File: config.mk
export PLATFORM = sky130hd
export DESIGN_NAME = sync_marker_frame_to_kiss_flat
export DESIGN_NICKNAME = d
export VERILOG_FILES = /design/src/hdl/smfk_pkg.sv /design/src/hdl/smfk_in_if.sv /design/src/hdl/smfk_out_if.sv /design/src/hdl/sync_marker_frame_to_kiss.sv /design/src/flat_wrapper.sv
export SDC_FILE = /design/constraint.sdc
export NUM_CORES = 1
export LEC_CHECK = 0
export ABC_AREA = 1
export BUFFER_PORTS_ARGS = -buffer_cell sky130_fd_sc_hd__clkbuf_2
export CAP_MARGIN = 5
export CORE_MARGIN = 5
export CORE_UTILIZATION = 59
export DETAILED_ROUTE_END_ITERATION = 16
export PLACE_DENSITY = 0.8
export SLEW_MARGIN = 20
export SYNTH_ARGS = -nofsm -noshare
export SYNTH_HDL_FRONTEND = slang
export SYNTH_SLANG_ARGS = --single-unit
File: constraint.sdc
create_clock -name clk -period 3.6 [get_ports clk]
set_input_delay 1.08 -clock clk [delete_from_list [all_inputs] [get_ports clk]]
set_output_delay 1.08 -clock clk [all_outputs]
set_load 0.05 [all_outputs]
File: src/hdl/smfk_pkg.sv
package smfk_pkg;

  localparam logic [7:0]  KISS_FEND  = 8'hC0;
  localparam logic [7:0]  KISS_FESC  = 8'hDB;
  localparam logic [7:0]  KISS_TFEND = 8'hDC;
  localparam logic [7:0]  KISS_TFESC = 8'hDD;

  localparam logic [31:0] SYNC_WORD_RESET    = 32'h1ACF_FC1D;
  localparam logic [15:0] FRAME_LENGTH_RESET = 16'd1024;
  localparam logic [7:0]  KISS_TYPE_RESET    = 8'h00;

  localparam logic [15:0] MIN_FRAME_LENGTH = 16'd5;
  localparam logic [15:0] MARKER_OCTETS    = 16'd4;

  // Longest burst of octets caused by one received bit: the frame header.
  localparam int unsigned BURST_DEPTH = 6;
  localparam int unsigned BURST_CNT_W = $clog2(BURST_DEPTH + 1);

  localparam int unsigned PADDR_W = 4;

  typedef enum logic [1:0] {
    REG_SYNC_WORD    = 2'd0,
    REG_FRAME_LENGTH = 2'd1,
    REG_KISS_TYPE    = 2'd2
  } cfg_reg_t;

  typedef struct packed {
    logic [7:0] out_byte;
    logic       frame_end;
  } res_t;

endpackage

File: src/hdl/smfk_in_if.sv
interface smfk_in_if;
  logic valid;
  logic ready;
  logic rx_bit;

  modport source (output valid, output rx_bit, input ready);
  modport sink (input valid, input rx_bit, output ready);
endinterface

File: src/hdl/smfk_out_if.sv
interface smfk_out_if;
  logic       valid;
  logic       ready;
  logic [7:0] out_byte;
  logic       frame_end;

  modport source (output valid, output out_byte, output frame_end, input ready);
  modport sink (input valid, input out_byte, input frame_end, output ready);
endinterface

File: src/hdl/sync_marker_frame_to_kiss.sv
// Sync-marker frame detector with KISS framing. One received bit is taken per
// clock cycle unless the input is stalled. While searching, each bit enters a
// 32-bit shift register that is compared with the sync word and its complement;
// a hit loads the six-octet frame header (FEND, type byte, sync word MSB first)
// into a six-entry burst register, and the input then stalls while that burst
// drains through the single output register, one octet per cycle while the host
// takes them. In the payload an octet completes every eighth bit and yields one
// to three octets (an escaped pair and the closing FEND at most). With the host
// taking octets freely a plain octet costs no stall, while each second or third
// octet holds the input off until it has drained. An octet passes from the burst
// register into the output register, from which the host takes it.
// Configuration is written through the APB port at byte addresses 0 (sync
// word), 4 (frame length) and 8 (type byte).
module sync_marker_frame_to_kiss (
  input  logic                          clk,
  input  logic                          rst,
  input  logic                          psel,
  input  logic                          penable,
  input  logic                          pwrite,
  input  logic [smfk_pkg::PADDR_W-1:0]  paddr,
  input  logic [31:0]                   pwdata,
  output logic [31:0]                   prdata,
  output logic                          pready,
  smfk_in_if.sink                       in_ch,
  smfk_out_if.source                    out_ch
);
  import smfk_pkg::*;

  logic [31:0] sync_word;
  logic [15:0] frame_length;
  logic [7:0]  kiss_type_byte;

  logic [31:0] search_shift;
  logic        in_frame;
  logic        polarity_inverted;
  logic [7:0]  octet_assembly;
  logic [2:0]  bit_index;
  logic [15:0] octets_remaining;

  res_t                   burst [BURST_DEPTH];
  res_t                   burst_next [BURST_DEPTH];
  logic [BURST_CNT_W-1:0] burst_cnt;
  logic [BURST_CNT_W-1:0] burst_cnt_next;

  logic       out_valid;
  res_t       out_res;

  logic       cfg_write;
  cfg_reg_t   cfg_sel;
  logic       accept;
  logic       out_load;

  logic [31:0] shift_next;
  logic        hit_true;
  logic        hit_inv;
  logic [7:0]  octet_full;
  logic [7:0]  octet_byte;
  logic        octet_done;
  logic [15:0] len_clamped;
  logic [15:0] remaining_dec;
  logic        frame_last;
  res_t        esc0;
  res_t        esc1;
  logic        esc_two;
  res_t        close_fend;
  res_t        new_items [BURST_DEPTH];
  logic [BURST_CNT_W-1:0] new_cnt;

  // Configuration port
  assign pready    = 1'b1;
  assign cfg_write = psel && penable && pwrite;
  assign cfg_sel   = cfg_reg_t'(paddr[3:2]);

  always_ff @(posedge clk) begin
    if (rst) begin
      sync_word      <= SYNC_WORD_RESET;
      frame_length   <= FRAME_LENGTH_RESET;
      kiss_type_byte <= KISS_TYPE_RESET;
    end else if (cfg_write) begin
      unique case (cfg_sel)
        REG_SYNC_WORD:    sync_word      <= pwdata;
        REG_FRAME_LENGTH: frame_length   <= pwdata[15:0];
        REG_KISS_TYPE:    kiss_type_byte <= pwdata[7:0];
        default: ;
      endcase
    end
  end

  always_comb begin
    unique case (cfg_sel)
      REG_SYNC_WORD:    prdata = sync_word;
      REG_FRAME_LENGTH: prdata = {16'd0, frame_length};
      REG_KISS_TYPE:    prdata = {24'd0, kiss_type_byte};
      default:          prdata = 32'd0;
    endcase
  end

  // Handshakes: a new bit is taken once the previous burst is empty or is
  // handing its final octet to the output register in this cycle.
  assign out_load    = (burst_cnt != '0) && (!out_valid || out_ch.ready);
  assign in_ch.ready = (burst_cnt == '0) ||
                       ((burst_cnt == BURST_CNT_W'(1)) && out_load);
  assign accept      = in_ch.valid && in_ch.ready;

  // Per-bit processing
  assign shift_next = {search_shift[30:0], in_ch.rx_bit};
  assign hit_true   = (shift_next == sync_word);
  assign hit_inv    = (shift_next == ~sync_word);

  assign octet_full = {octet_assembly[6:0], in_ch.rx_bit};
  assign octet_byte = octet_full ^ {8{polarity_inverted}};
  assign octet_done = (bit_index == 3'd7);

  assign len_clamped   = (frame_length < MIN_FRAME_LENGTH) ? MIN_FRAME_LENGTH : frame_length;
  assign remaining_dec = octets_remaining - 16'd1;
  assign frame_last    = (remaining_dec == 16'd0);

  always_comb begin
    esc_two = 1'b1;
    esc0    = '{out_byte: KISS_FESC, frame_end: 1'b0};
    if (octet_byte == KISS_FEND) begin
      esc1 = '{out_byte: KISS_TFEND, frame_end: 1'b0};
    end else if (octet_byte == KISS_FESC) begin
      esc1 = '{out_byte: KISS_TFESC, frame_end: 1'b0};
    end else begin
      esc_two = 1'b0;
      esc0    = '{out_byte: octet_byte, frame_end: 1'b0};
      esc1    = '{out_byte: KISS_FEND, frame_end: 1'b1};
    end
  end

  assign close_fend = '{out_byte: KISS_FEND, frame_end: 1'b1};

  always_comb begin
    for (int i = 0; i < BURST_DEPTH; i++) begin
      new_items[i] = close_fend;
    end
    new_cnt = '0;
    if (!in_frame) begin
      new_items[0] = '{out_byte: KISS_FEND,        frame_end: 1'b0};
      new_items[1] = '{out_byte: kiss_type_byte,   frame_end: 1'b0};
      new_items[2] = '{out_byte: sync_word[31:24], frame_end: 1'b0};
      new_items[3] = '{out_byte: sync_word[23:16], frame_end: 1'b0};
      new_items[4] = '{out_byte: sync_word[15:8],  frame_end: 1'b0};
      new_items[5] = '{out_byte: sync_word[7:0],   frame_end: 1'b0};
      if (hit_true || hit_inv) begin
        new_cnt = BURST_CNT_W'(BURST_DEPTH);
      end
    end else if (octet_done) begin
      new_items[0] = esc0;
      new_items[1] = esc1;
      new_cnt = BURST_CNT_W'(1) + BURST_CNT_W'(esc_two) + BURST_CNT_W'(frame_last);
    end
  end

  // Frame state
  always_ff @(posedge clk) begin
    if (rst) begin
      search_shift      <= '0;
      in_frame          <= 1'b0;
      polarity_inverted <= 1'b0;
      octet_assembly    <= '0;
      bit_index         <= '0;
      octets_remaining  <= '0;
    end else if (accept) begin
      if (!in_frame) begin
        search_shift <= shift_next;
        if (hit_true || hit_inv) begin
          in_frame          <= 1'b1;
          polarity_inverted <= !hit_true;
          octets_remaining  <= len_clamped - MARKER_OCTETS;
          octet_assembly    <= '0;
          bit_index         <= '0;
        end
      end else begin
        octet_assembly <= octet_full;
        bit_index      <= bit_index + 3'd1;
        if (octet_done) begin
          octets_remaining <= remaining_dec;
          if (frame_last) begin
            in_frame <= 1'b0;
          end
        end
      end
    end
  end

  // Burst register: loaded whole on a transaction, shifted one entry per
  // octet handed to the output register.
  always_comb begin
    burst_cnt_next = burst_cnt;
    for (int i = 0; i < BURST_DEPTH; i++) begin
      burst_next[i] = burst[i];
    end
    if (accept) begin
      burst_cnt_next = new_cnt;
      for (int i = 0; i < BURST_DEPTH; i++) begin
        burst_next[i] = new_items[i];
      end
    end else if (out_load) begin
      burst_cnt_next = burst_cnt - BURST_CNT_W'(1);
      for (int i = 0; i < BURST_DEPTH - 1; i++) begin
        burst_next[i] = burst[i + 1];
      end
    end
  end

  always_ff @(posedge clk) begin
    if (rst) begin
      burst_cnt <= '0;
    end else begin
      burst_cnt <= burst_cnt_next;
    end
  end

  always_ff @(posedge clk) begin
    for (int i = 0; i < BURST_DEPTH; i++) begin
      burst[i] <= burst_next[i];
    end
  end

  // Output register
  always_ff @(posedge clk) begin
    if (rst) begin
      out_valid <= 1'b0;
    end else if (out_load) begin
      out_valid <= 1'b1;
    end else if (out_ch.ready) begin
      out_valid <= 1'b0;
    end
  end

  always_ff @(posedge clk) begin
    if (out_load) begin
      out_res <= burst[0];
    end
  end

  assign out_ch.valid     = out_valid;
  assign out_ch.out_byte  = out_res.out_byte;
  assign out_ch.frame_end = out_res.frame_end;

`ifndef SYNTHESIS
  a_burst_bound: assert property (@(posedge clk) disable iff (rst)
    burst_cnt <= BURST_CNT_W'(BURST_DEPTH))
    else $error("burst count beyond its depth");

  a_header_loaded: assert property (@(posedge clk) disable iff (rst)
    $rose(in_frame) |-> burst_cnt == BURST_CNT_W'(BURST_DEPTH))
    else $error("frame opened without a full header burst");

  a_close_is_fend: assert property (@(posedge clk) disable iff (rst)
    out_valid && out_res.frame_end |-> out_res.out_byte == KISS_FEND)
    else $error("frame end marked on an octet other than FEND");

  a_frame_closes_on_octet: assert property (@(posedge clk) disable iff (rst)
    $fell(in_frame) |-> $past(accept) && $past(bit_index) == 3'd7)
    else $error("frame closed away from an octet boundary");
`endif

endmodule

File: src/flat_wrapper.sv
// flat-port wrapper written by rule: the top's interface ports become plain ports
module sync_marker_frame_to_kiss_flat import smfk_pkg::*;
  (clk, rst, psel, penable, pwrite, paddr, pwdata, prdata, pready, in_ch_valid, in_ch_rx_bit, in_ch_ready, out_ch_valid, out_ch_out_byte, out_ch_frame_end, out_ch_ready);
  smfk_in_if in_ch_i ();
  smfk_out_if out_ch_i ();
  input  logic clk;
  input  logic rst;
  input  logic psel;
  input  logic penable;
  input  logic pwrite;
  input  logic [smfk_pkg::PADDR_W-1:0] paddr;
  input  logic [31:0] pwdata;
  output logic [31:0] prdata;
  output logic pready;
  input wire logic [$bits(in_ch_i.valid)-1:0] in_ch_valid;
  input wire logic [$bits(in_ch_i.rx_bit)-1:0] in_ch_rx_bit;
  output wire logic [$bits(in_ch_i.ready)-1:0] in_ch_ready;
  output wire logic [$bits(out_ch_i.valid)-1:0] out_ch_valid;
  output wire logic [$bits(out_ch_i.out_byte)-1:0] out_ch_out_byte;
  output wire logic [$bits(out_ch_i.frame_end)-1:0] out_ch_frame_end;
  input wire logic [$bits(out_ch_i.ready)-1:0] out_ch_ready;
  assign in_ch_i.valid = in_ch_valid;
  assign in_ch_i.rx_bit = in_ch_rx_bit;
  assign in_ch_ready = in_ch_i.ready;
  assign out_ch_valid = out_ch_i.valid;
  assign out_ch_out_byte = out_ch_i.out_byte;
  assign out_ch_frame_end = out_ch_i.frame_end;
  assign out_ch_i.ready = out_ch_ready;
  sync_marker_frame_to_kiss u_core (.clk(clk), .rst(rst), .psel(psel), .penable(penable), .pwrite(pwrite), .paddr(paddr), .pwdata(pwdata), .prdata(prdata), .pready(pready), .in_ch(in_ch_i), .out_ch(out_ch_i));
endmodule
==> metrics.txt, run 1 <==
row cnt=45; Syn Area/Cell=around 7.6 sq um; DRT Pass-1 Iters=5; MaxCap Viol Count=0; HP Class=reg2reg; DR iter-0 viols=~910; VDD IR max=around 380 uV; Netlist Area Pre-Place=a little under 9000 sq um; worst hold slack=0.4197 ns; root buffer cell=clkbuf_16; largest net degree at the start of global routing=around 100; worst r2r dst=u_core.burst[1][0]; Clock Latency Late Sink=between 0.4 and 0.5 ns; Area Growth Syn to Fin=12.60%; layout net count=~1300; layout cells sized above 1=0.1200; worst hold path stage count=0; HP Start=u_core.burst[0][2]; type of the worst setup path=in2out; Vias=a little over 8000; I/O pins=between 80 and 90; CORE AREA=15030 sq um; synth warn=0; Die Y=133.0 um; via count of the first global-routing pass=about 7400; r2r startpoint=u_core.in_frame; CP required=between 2 and 3 ns; CTS Buffer Depth=2; register bit total from synthesis=about 180; DIE AREA=17690 sq um; vias per cell=between 5 and 6; initial core utilization=0.5939; CP max FO=16; Post-CTS Repair Setup Buffers=0; pre-CTS setup slack=0.2467 ns; total negative setup slack=0 ns; Post-Route WL=between 20000 and 25000 um; port buffer count=84; clk_skew=about 0.013 ns; initial antenna violation count=0; remaining global-route overflow=0; Mapped Cells=about 1200; P per Cell Area=around 700 nW/um^2; Worst EP arrival=around 2.3 ns; Max Transition Viols Final=0; Design Power=between 6 and 7 mW; P_leak=around 4.5 nW; syn nets=around 1200; Critical Path End Type=output pin; Slew HR=0.5163; f_max=between 0.2 and 0.3 GHz; Num CTS Buffers=17; PnR worst setup slack=0.2117 ns; cts repair resizes=0; crit path launch type=input port; status=finished, final reports clean; worst hold path endpoint=u_core.out_ch.out_byte[1]; drt wl/cell=roughly 16 um; worst reg-to-reg path cell count=4; post-synth cell types=43; commonest cells after routing, fill and taps aside=nand2_1, nor2_1, inv_1; n_diodes=0; H-tree depth=4; first-pass GRT wire length=roughly 37000 um; reg2reg setup slack=between 0.7 and 0.8 ns; fin crit share=0.9412; worst-margin pin slew=just over 0.7 ns; RSZ-0062 raised after global routing=false; commonest non-fill, non-tap cell in the layout=nand2_1; Final HPWL DP=roughly 17000 um; Clk pin slew, worst setup/hold paths=0.07 ns; Residual DRC=0; Setup Viol. Count Final=0; GRT Total Usage=0.2625; sequential area share after synthesis=0.4787; Hold Fails Final Rpt=0; CTS Hold Bufs=0; Horiz. Die Dim=133.0 um; TritonCTS clock tree=done; Routability Congestion=approximately 0.95; CTS Sinks=about 180; Detail Route Antenna Nets=0; Tmin final=around 3.4 ns
## state kept, by name, summed over array words and instances, names as in the netlist, 3 cells and up
signal,flops
u_core.bit_index,3
u_core.burst_cnt,3
u_core.octet_assembly,7
u_core.burst,54
u_core.frame_length,16
u_core.search_shift,31
u_core.sync_word,32
u_core.octets_remaining,16
u_core.out_ch.out_byte,8
u_core.kiss_type_byte,8
## power by group
part / switching, mW / internal (mW)
sequential: 0.232 / 2.87
combinational: 1.43 / 0.556
clock: 0.871 / 0.961
## kinds of logic (layout without fill, tap and decap cells)
logic type	Yosys count	after routing	share of synthesized area
other	1	1	0.0004200
buffers and inverters	179	258	0.07946
xor gates and xnor gates	39	39	0.03910
adders and majority gates	9	9	0.01261
and+or+nand+nor	517	517	0.2372
AOI/OAI and AO/OA	244	244	0.1525
DFF	182	182	0.4787
## per-layer routing
| layer | vias up | global-route usage | share of wire |
|---|---|---|---|
| li1 | 3945 | - | - |
| met1 | 3702 | 0.3723 | 0.43 |
| met2 | 353 | 0.4106 | 0.46 |
| met3 | 48 | 0.04335 | 0.091 |
| met4 | 0 | 0.08718 | 0.024 |
| met5 | - | 0 | 0 |
## how the worst max path moves through the flow
stage,startpoint,endpoint,depth (start not counted)
4_1_cts,paddr[3],prdata[14],5
2_1_floorplan,paddr[3],prdata[0],4
6_report,paddr[3],prdata[14],5
3_5_place_dp,paddr[3],prdata[14],5
5_1_grt,paddr[3],prdata[14],5
3_3_place_gp,paddr[3],prdata[14],5
## through the flow
stage | utilization | cells | area, sq um
after floorplan | - | 1171 | 8929
after global placement | 0.6301 | 1406 | 9473
after detailed placement | 0.6301 | 1406 | 9473
after CTS | 0.6687 | 1438 | 10050
after global routing | 0.6687 | 1438 | 10050
final | 0.6687 | 1438 | 10050
## cell usage after synthesis, drive strengths merged
library cell / number / share of area
a22o: 2 / 0.0020
nor4: 1 / 0.00070
o21ai: 105 / 0.059
o22ai: 8 / 0.0056
clkbuf: 29 / 0.012
dfxtp: 119 / 0.27
clkinv: 4 / 0.0022
a21o: 2 / 0.0017
a22oi: 1 / 0.00084
nand2: 289 / 0.12
nor2: 159 / 0.069
conb: 1 / 0.00042
o221ai: 8 / 0.0078
nand3: 48 / 0.028
o221a: 1 / 0.0013
xor2: 21 / 0.021
buf: 20 / 0.012
a21oi: 92 / 0.053
inv: 126 / 0.053
nor3: 6 / 0.0050
nor3b: 1 / 0.00084
a31oi: 1 / 0.00070
xnor2: 18 / 0.018
o22a: 2 / 0.0020
o211ai: 22 / 0.018
ha: 9 / 0.013
nand4: 13 / 0.0091
edfxtp: 63 / 0.21
## worst max-delay path: stages
cell,delay [ns]
clkbuf_2,0.09
inv_1,0.08
nand2_1,0.33
o22ai_1,0.39
clkbuf_2,0.33
## final cells by class
type	instances	area, sq um
Fill cell	1251	4980
Tap cell	188	235.2
Clock buffer	19	454.2
Sequential cell	182	4274
Timing Repair Buffer	96	523.0
Clock inverter	13	126.4
Multi-Input combinational cell	810	3948
Inverter	130	493.0
No activity file was read; power rests on OpenSTA's default activity.
==> inputs of run 2 (changes only) <==
BUFFER_PORTS_ARGS = unset   (was -buffer_cell sky130_fd_sc_hd__clkbuf_2)
CORE_UTILIZATION = 55   (was 59)
DONT_BUFFER_PORTS = 1   (was unset)
PLACE_DENSITY = 0.7   (was 0.8)
==> run 2 against run 1 <==
  * Flip-flop and latch count is the same
  * Register-to-register slack gained 0.30 ns
  * Global-route usage fell by 1.5 points
  * Worst setup slack better by 0.28 ns
  * Routed wire length is 0.94% lower
  * Cell area decreased by 1.2%
  * Utilization decreased by 4.4 points
  * Clock power hardly changed
  * Total power decreased by 1.0%
  * First-iteration DRC count fell by 22%
  * Via count is 4.9% lower
  * Largest power group unchanged
==> metrics.txt, run 2 (synthesis results as in run 1) <==
status=finished, final reports clean; CORE AREA=roughly 16000 sq um; P per Cell Area=about 690 nW/um^2; GRT Total Usage=0.2471; Hold Fails Final Rpt=0; initial core utilization=0.5621; cts repair resizes=0; root buffer cell=clkbuf_16; Die Y=around 140 um; port buffer count=0; CTS Sinks=182; type of the worst setup path=in2out; DR iter-0 viols=approximately 700; row cnt=46; Post-Route WL=23010 um; Design Power=6.843 mW; Num CTS Buffers=17; CTS Buffer Depth=2; Post-CTS Repair Setup Buffers=0; largest net degree at the start of global routing=60; DRT Pass-1 Iters=5; layout cells sized above 1=0.08417; remaining global-route overflow=0; RSZ-0062 raised after global routing=false; initial antenna violation count=0; Clk pin slew, worst setup/hold paths=approximately 0.070 ns; TritonCTS clock tree=done; worst hold path stage count=0; Routability Congestion=0.9250; P_leak=roughly 4.3 nW; worst-margin pin slew=0.7702 ns; commonest cells after routing, fill and taps aside=nand2_1, nor2_1, inv_1; Final HPWL DP=~17000 um; Tmin final=between 3 and 4 ns; CP required=~2.5 ns; Worst EP arrival=about 2 ns; Detail Route Antenna Nets=0; total negative setup slack=0 ns; Residual DRC=0; max FFs per register=54; fin crit share=0.8647; leading registers by flop count=u_core.burst x54, u_core.sync_word x32, u_core.search_shift x31; n_diodes=0; Setup Viol. Count Final=0; via count of the first global-routing pass=between 6000 and 7000; HP Class=reg2reg; Vias=roughly 7700; layout net count=around 1200; first-pass GRT wire length=35710 um; DIE AREA=18880 sq um; Slew HR=0.4860; clk_skew=0.01475 ns; worst reg-to-reg path cell count=12; Max Transition Viols Final=0; vias per cell=5.407; I/O pins=88; Top reg by flops=u_core.burst; Horiz. Die Dim=about 140 um; crit path launch type=input port; Critical Path End Type=output pin; MaxCap Viol Count=0; H-tree depth=4; VDD IR max=501.8 uV; f_max=0.3212 GHz; CP max FO=16; Clock Latency Late Sink=~0.44 ns; CTS Hold Bufs=0; commonest non-fill, non-tap cell in the layout=nand2_1; drt wl/cell=around 16 um; Area Growth Syn to Fin=11.21%
[run 2: changes by cell type in the layout (fill, tap and decap cells not counted)]
cell,change
clkbuf_2,-84
clkinvlp_4,+1
bufinv_16,+1
clkinv_4,-1
buf_4,+34
clkbuf_16,-1
inv_8,-2
clkbuf_1,-1
clkinv_8,+1
inv_4,+2
[run 2: worst max-delay path: stages]
cell      delay (ns)
inv_1           0.07
nand2_1         0.29
o221ai_1        0.34
buf_4           0.25
[run 2: routing by layer]
layer | GRT usage | wire (um) | up-vias
li1 | - | - | 3856
met1 | 0.3256 | 9975 | 3524
met2 | 0.3951 | 10960 | 236
met3 | 0.05661 | 1410 | 40
met4 | 0.09756 | 667 | 0
met5 | 0 | 0 | -
[run 2: cell type report]
class / count / area (sq um)
clock buffer: 17 / 425.4
clock inverter: 15 / 161.4
fill: 1477 / 5956
inverter: 130 / 493.0
multi-input combinational: 810 / 3948
sequential: 182 / 4274
tap: 216 / 270.3
timing repair buffer: 46 / 357.8
[run 2: through the flow]
stage | setup slack [ns] | instances | hold slack [ns] | utilization | instance area, sq um
6_report | 0.4870 | 1416 | 0.4195 | 0.6251 | 9930
5_1_grt | 0.3750 | 1416 | 0.4281 | 0.6251 | 9930
4_1_cts | 0.5198 | 1416 | 0.4218 | 0.6251 | 9930
3_5_place_dp | 0.5221 | 1384 | 0.4057 | 0.5881 | 9343
3_3_place_gp | 0.5224 | 1384 | 0.4004 | 0.5881 | 9343
2_1_floorplan | 0.2135 | 1171 | 0.4003 | - | 8929
[run 2: path summary, 6_finish.rpt]
path	from	end	slack [ns]
min reg2reg	u_core.burst[0][0]	u_core.out_ch.frame_end	0.42
max reg2reg	u_core.octets_remaining[0]	u_core.burst_cnt[0]	1.05
min	u_core.burst[0][0]	u_core.out_ch.frame_end	0.42
max	paddr[3]	prdata[2]	0.49
[run 2: power by group]
group | switching [mW] | internal, mW | total (mW)
sequential | 0.429 | 2.87 | 3.30
combinational | 1.16 | 0.533 | 1.69
clock | 0.867 | 0.984 | 1.85
==> inputs of run 3 (changes only) <==
CORE_ASPECT_RATIO = 1.75   (was unset)
==> run 3 against run 2 <==
  * Hold slack better by 0.0013 ns
  * Highest routed layer unchanged
  * Largest power group unchanged
  * Critical endpoint is now prdata[4]
  * Critical path type unchanged
  * Largest cell class unchanged
  * Sequential power about the same
  * Via count up 1.7%
  * Die area is 0.53% higher
==> metrics.txt, run 3 (synthesis results as in run 1) <==
CORE AREA=about 16000 sq um; Horiz. Die Dim=around 110 um; max FFs per register=54; row cnt=between 60 and 70; CP max FO=13; crit path launch type=input port; vias per cell=5.587; I/O pins=slightly below 90; worst-margin pin slew=roughly 0.8 ns; status=finished, final reports clean; Post-CTS Repair Setup Buffers=0; Slew HR=0.4646; Setup Viol. Count Final=0; busiest layer in global routing=met2; Critical Path End Type=output pin; Hold Fails Final Rpt=0; RSZ-0062 raised after global routing=false; largest net degree at the start of global routing=60; Detail Route Antenna Nets=0; DIE AREA=~19000 sq um; worst setup path start=paddr[3]; first-pass GRT wire length=~38000 um; GRT Total Usage=0.2614; flip-flop and latch area=approximately 4300 sq um; GRT met3 Usage=0.04491; CTS Buffer Depth=2; crit path to=prdata[4]; worst reg-to-reg path cell count=12; VDD IR max=~400 uV; n_diodes=0; footprint of the multi-input gates=approximately 4000 sq um; commonest non-fill, non-tap cell in the layout=nand2_1; P per Cell Area=~710 nW/um^2; total negative setup slack=0 ns; P_leak=4.344 nW; DR iter-0 viols=approximately 430; Post-Route WL=about 24000 um; Top reg by flops=u_core.burst; Tmin final=3.226 ns; f_max=around 0.31 GHz; cts repair resizes=0; CTS Sinks=about 180; HP Start=u_core.burst[0][6]; port buffer count=0; layout net count=~1200; HP Class=reg2reg; CTS Hold Bufs=0; r2r startpoint=u_core.octets_remaining[0]; Clk pin slew, worst setup/hold paths=~0.08 ns; layout cells sized above 1=0.08797; H-tree depth=4; TritonCTS clock tree=done; Vias=between 7000 and 8000; type of the worst setup path=in2out; worst r2r dst=u_core.burst_cnt[0]; remaining global-route overflow=0; Finished Layout Cells=1394; initial antenna violation count=0; CP required=2.52 ns; Placed Cells=~1400; initial core utilization=0.5597; Final HPWL DP=~18000 um; Worst EP arrival=2.15 ns; Routability Congestion=roughly 0.90; commonest cells after routing, fill and taps aside=nand2_1, nor2_1, inv_1; Area Growth Syn to Fin=11.90%; fin crit share=0.8961; GR Util met1=0.2700; Clock Latency Late Sink=0.43 ns; via count of the first global-routing pass=7642; reg2reg setup slack=roughly 0.88 ns; root buffer cell=clkbuf_16; Max Transition Viols Final=0; MaxCap Viol Count=0; Num CTS Buffers=17; leading registers by flop count=u_core.burst x54, u_core.sync_word x32, u_core.search_shift x31; fillers=approximately 1500; Residual DRC=0; M2 GR Usage=0.4910; Design Power=between 7 and 8 mW; clk_skew=~0.014 ns; drt wl/cell=between 15 and 20 um; Die Y=178.6 um; DRT Pass-1 Iters=5
==> run 3: changes by cell type in the layout (fill, tap and decap cells not counted) <==
cell / delta
buf_4: +4
inv_4: -3
clkinv_8: +2
inv_8: +2
buf_12: +1
bufinv_16: +1
clkbuf_1: +1
clkinv_1: -1
clkinv_4: -1
clkinvlp_4: -1
inv_2: +1
inv_6: -1
==> run 3: how the worst min path moves through the flow <==
stage / slack, ns / to / cells past startpoint
2_1_floorplan: 0.40 / u_core.out_ch.frame_end / 0
3_3_place_gp: 0.40 / u_core.out_ch.frame_end / 0
3_5_place_dp: 0.41 / u_core.out_ch.out_byte[5] / 0
4_1_cts: 0.42 / u_core.out_ch.out_byte[5] / 0
5_1_grt: 0.43 / u_core.out_ch.out_byte[5] / 0
6_report: 0.42 / u_core.out_ch.out_byte[5] / 0
==> run 3: area by class of cell <==
class                   count  share of cell area
flip-flops and latches    182              0.4278
clock inverters            14             0.02029
repair buffers             51             0.04083
multi-input cells         810              0.3951
inverters                 130             0.04934
well taps                 189             0.02367
clock buffers              18             0.04296
==> run 3: metrics by stage <==
step,utilization,hold WS [ns],setup slack (ns),instance area [sq um]
after floorplan,-,0.4003,0.2135,8929
after global placement,0.5867,0.4009,0.3860,9359
after detailed placement,0.5867,0.4052,0.3802,9359
after CTS,0.6263,0.4242,0.3739,9991
after global routing,0.6263,0.4297,0.3017,9991
final,0.6263,0.4208,0.3739,9991
==> run 3: layer usage <==
metal / up-vias / routed length [um]
li1: 3867 / -
met1: 3622 / 8833
met2: 231 / 13050
met3: 68 / 1120
met4: 0 / 1345
met5: - / 0
==> run 3: where the power goes <==
part / switching [mW] / internal, mW / total (mW) / leakage [nW]
Sequential: 0.436 / 2.87 / 3.31 / 1.58
Combinational: 1.26 / 0.540 / 1.80 / 2.46
Clock: 0.899 / 1.07 / 1.97 / 0.307
==> run 3: critical path, stage by stage <==
cell      delay, ns
inv_1          0.06
nand2_1        0.32
o221ai_1       0.42
buf_4          0.26
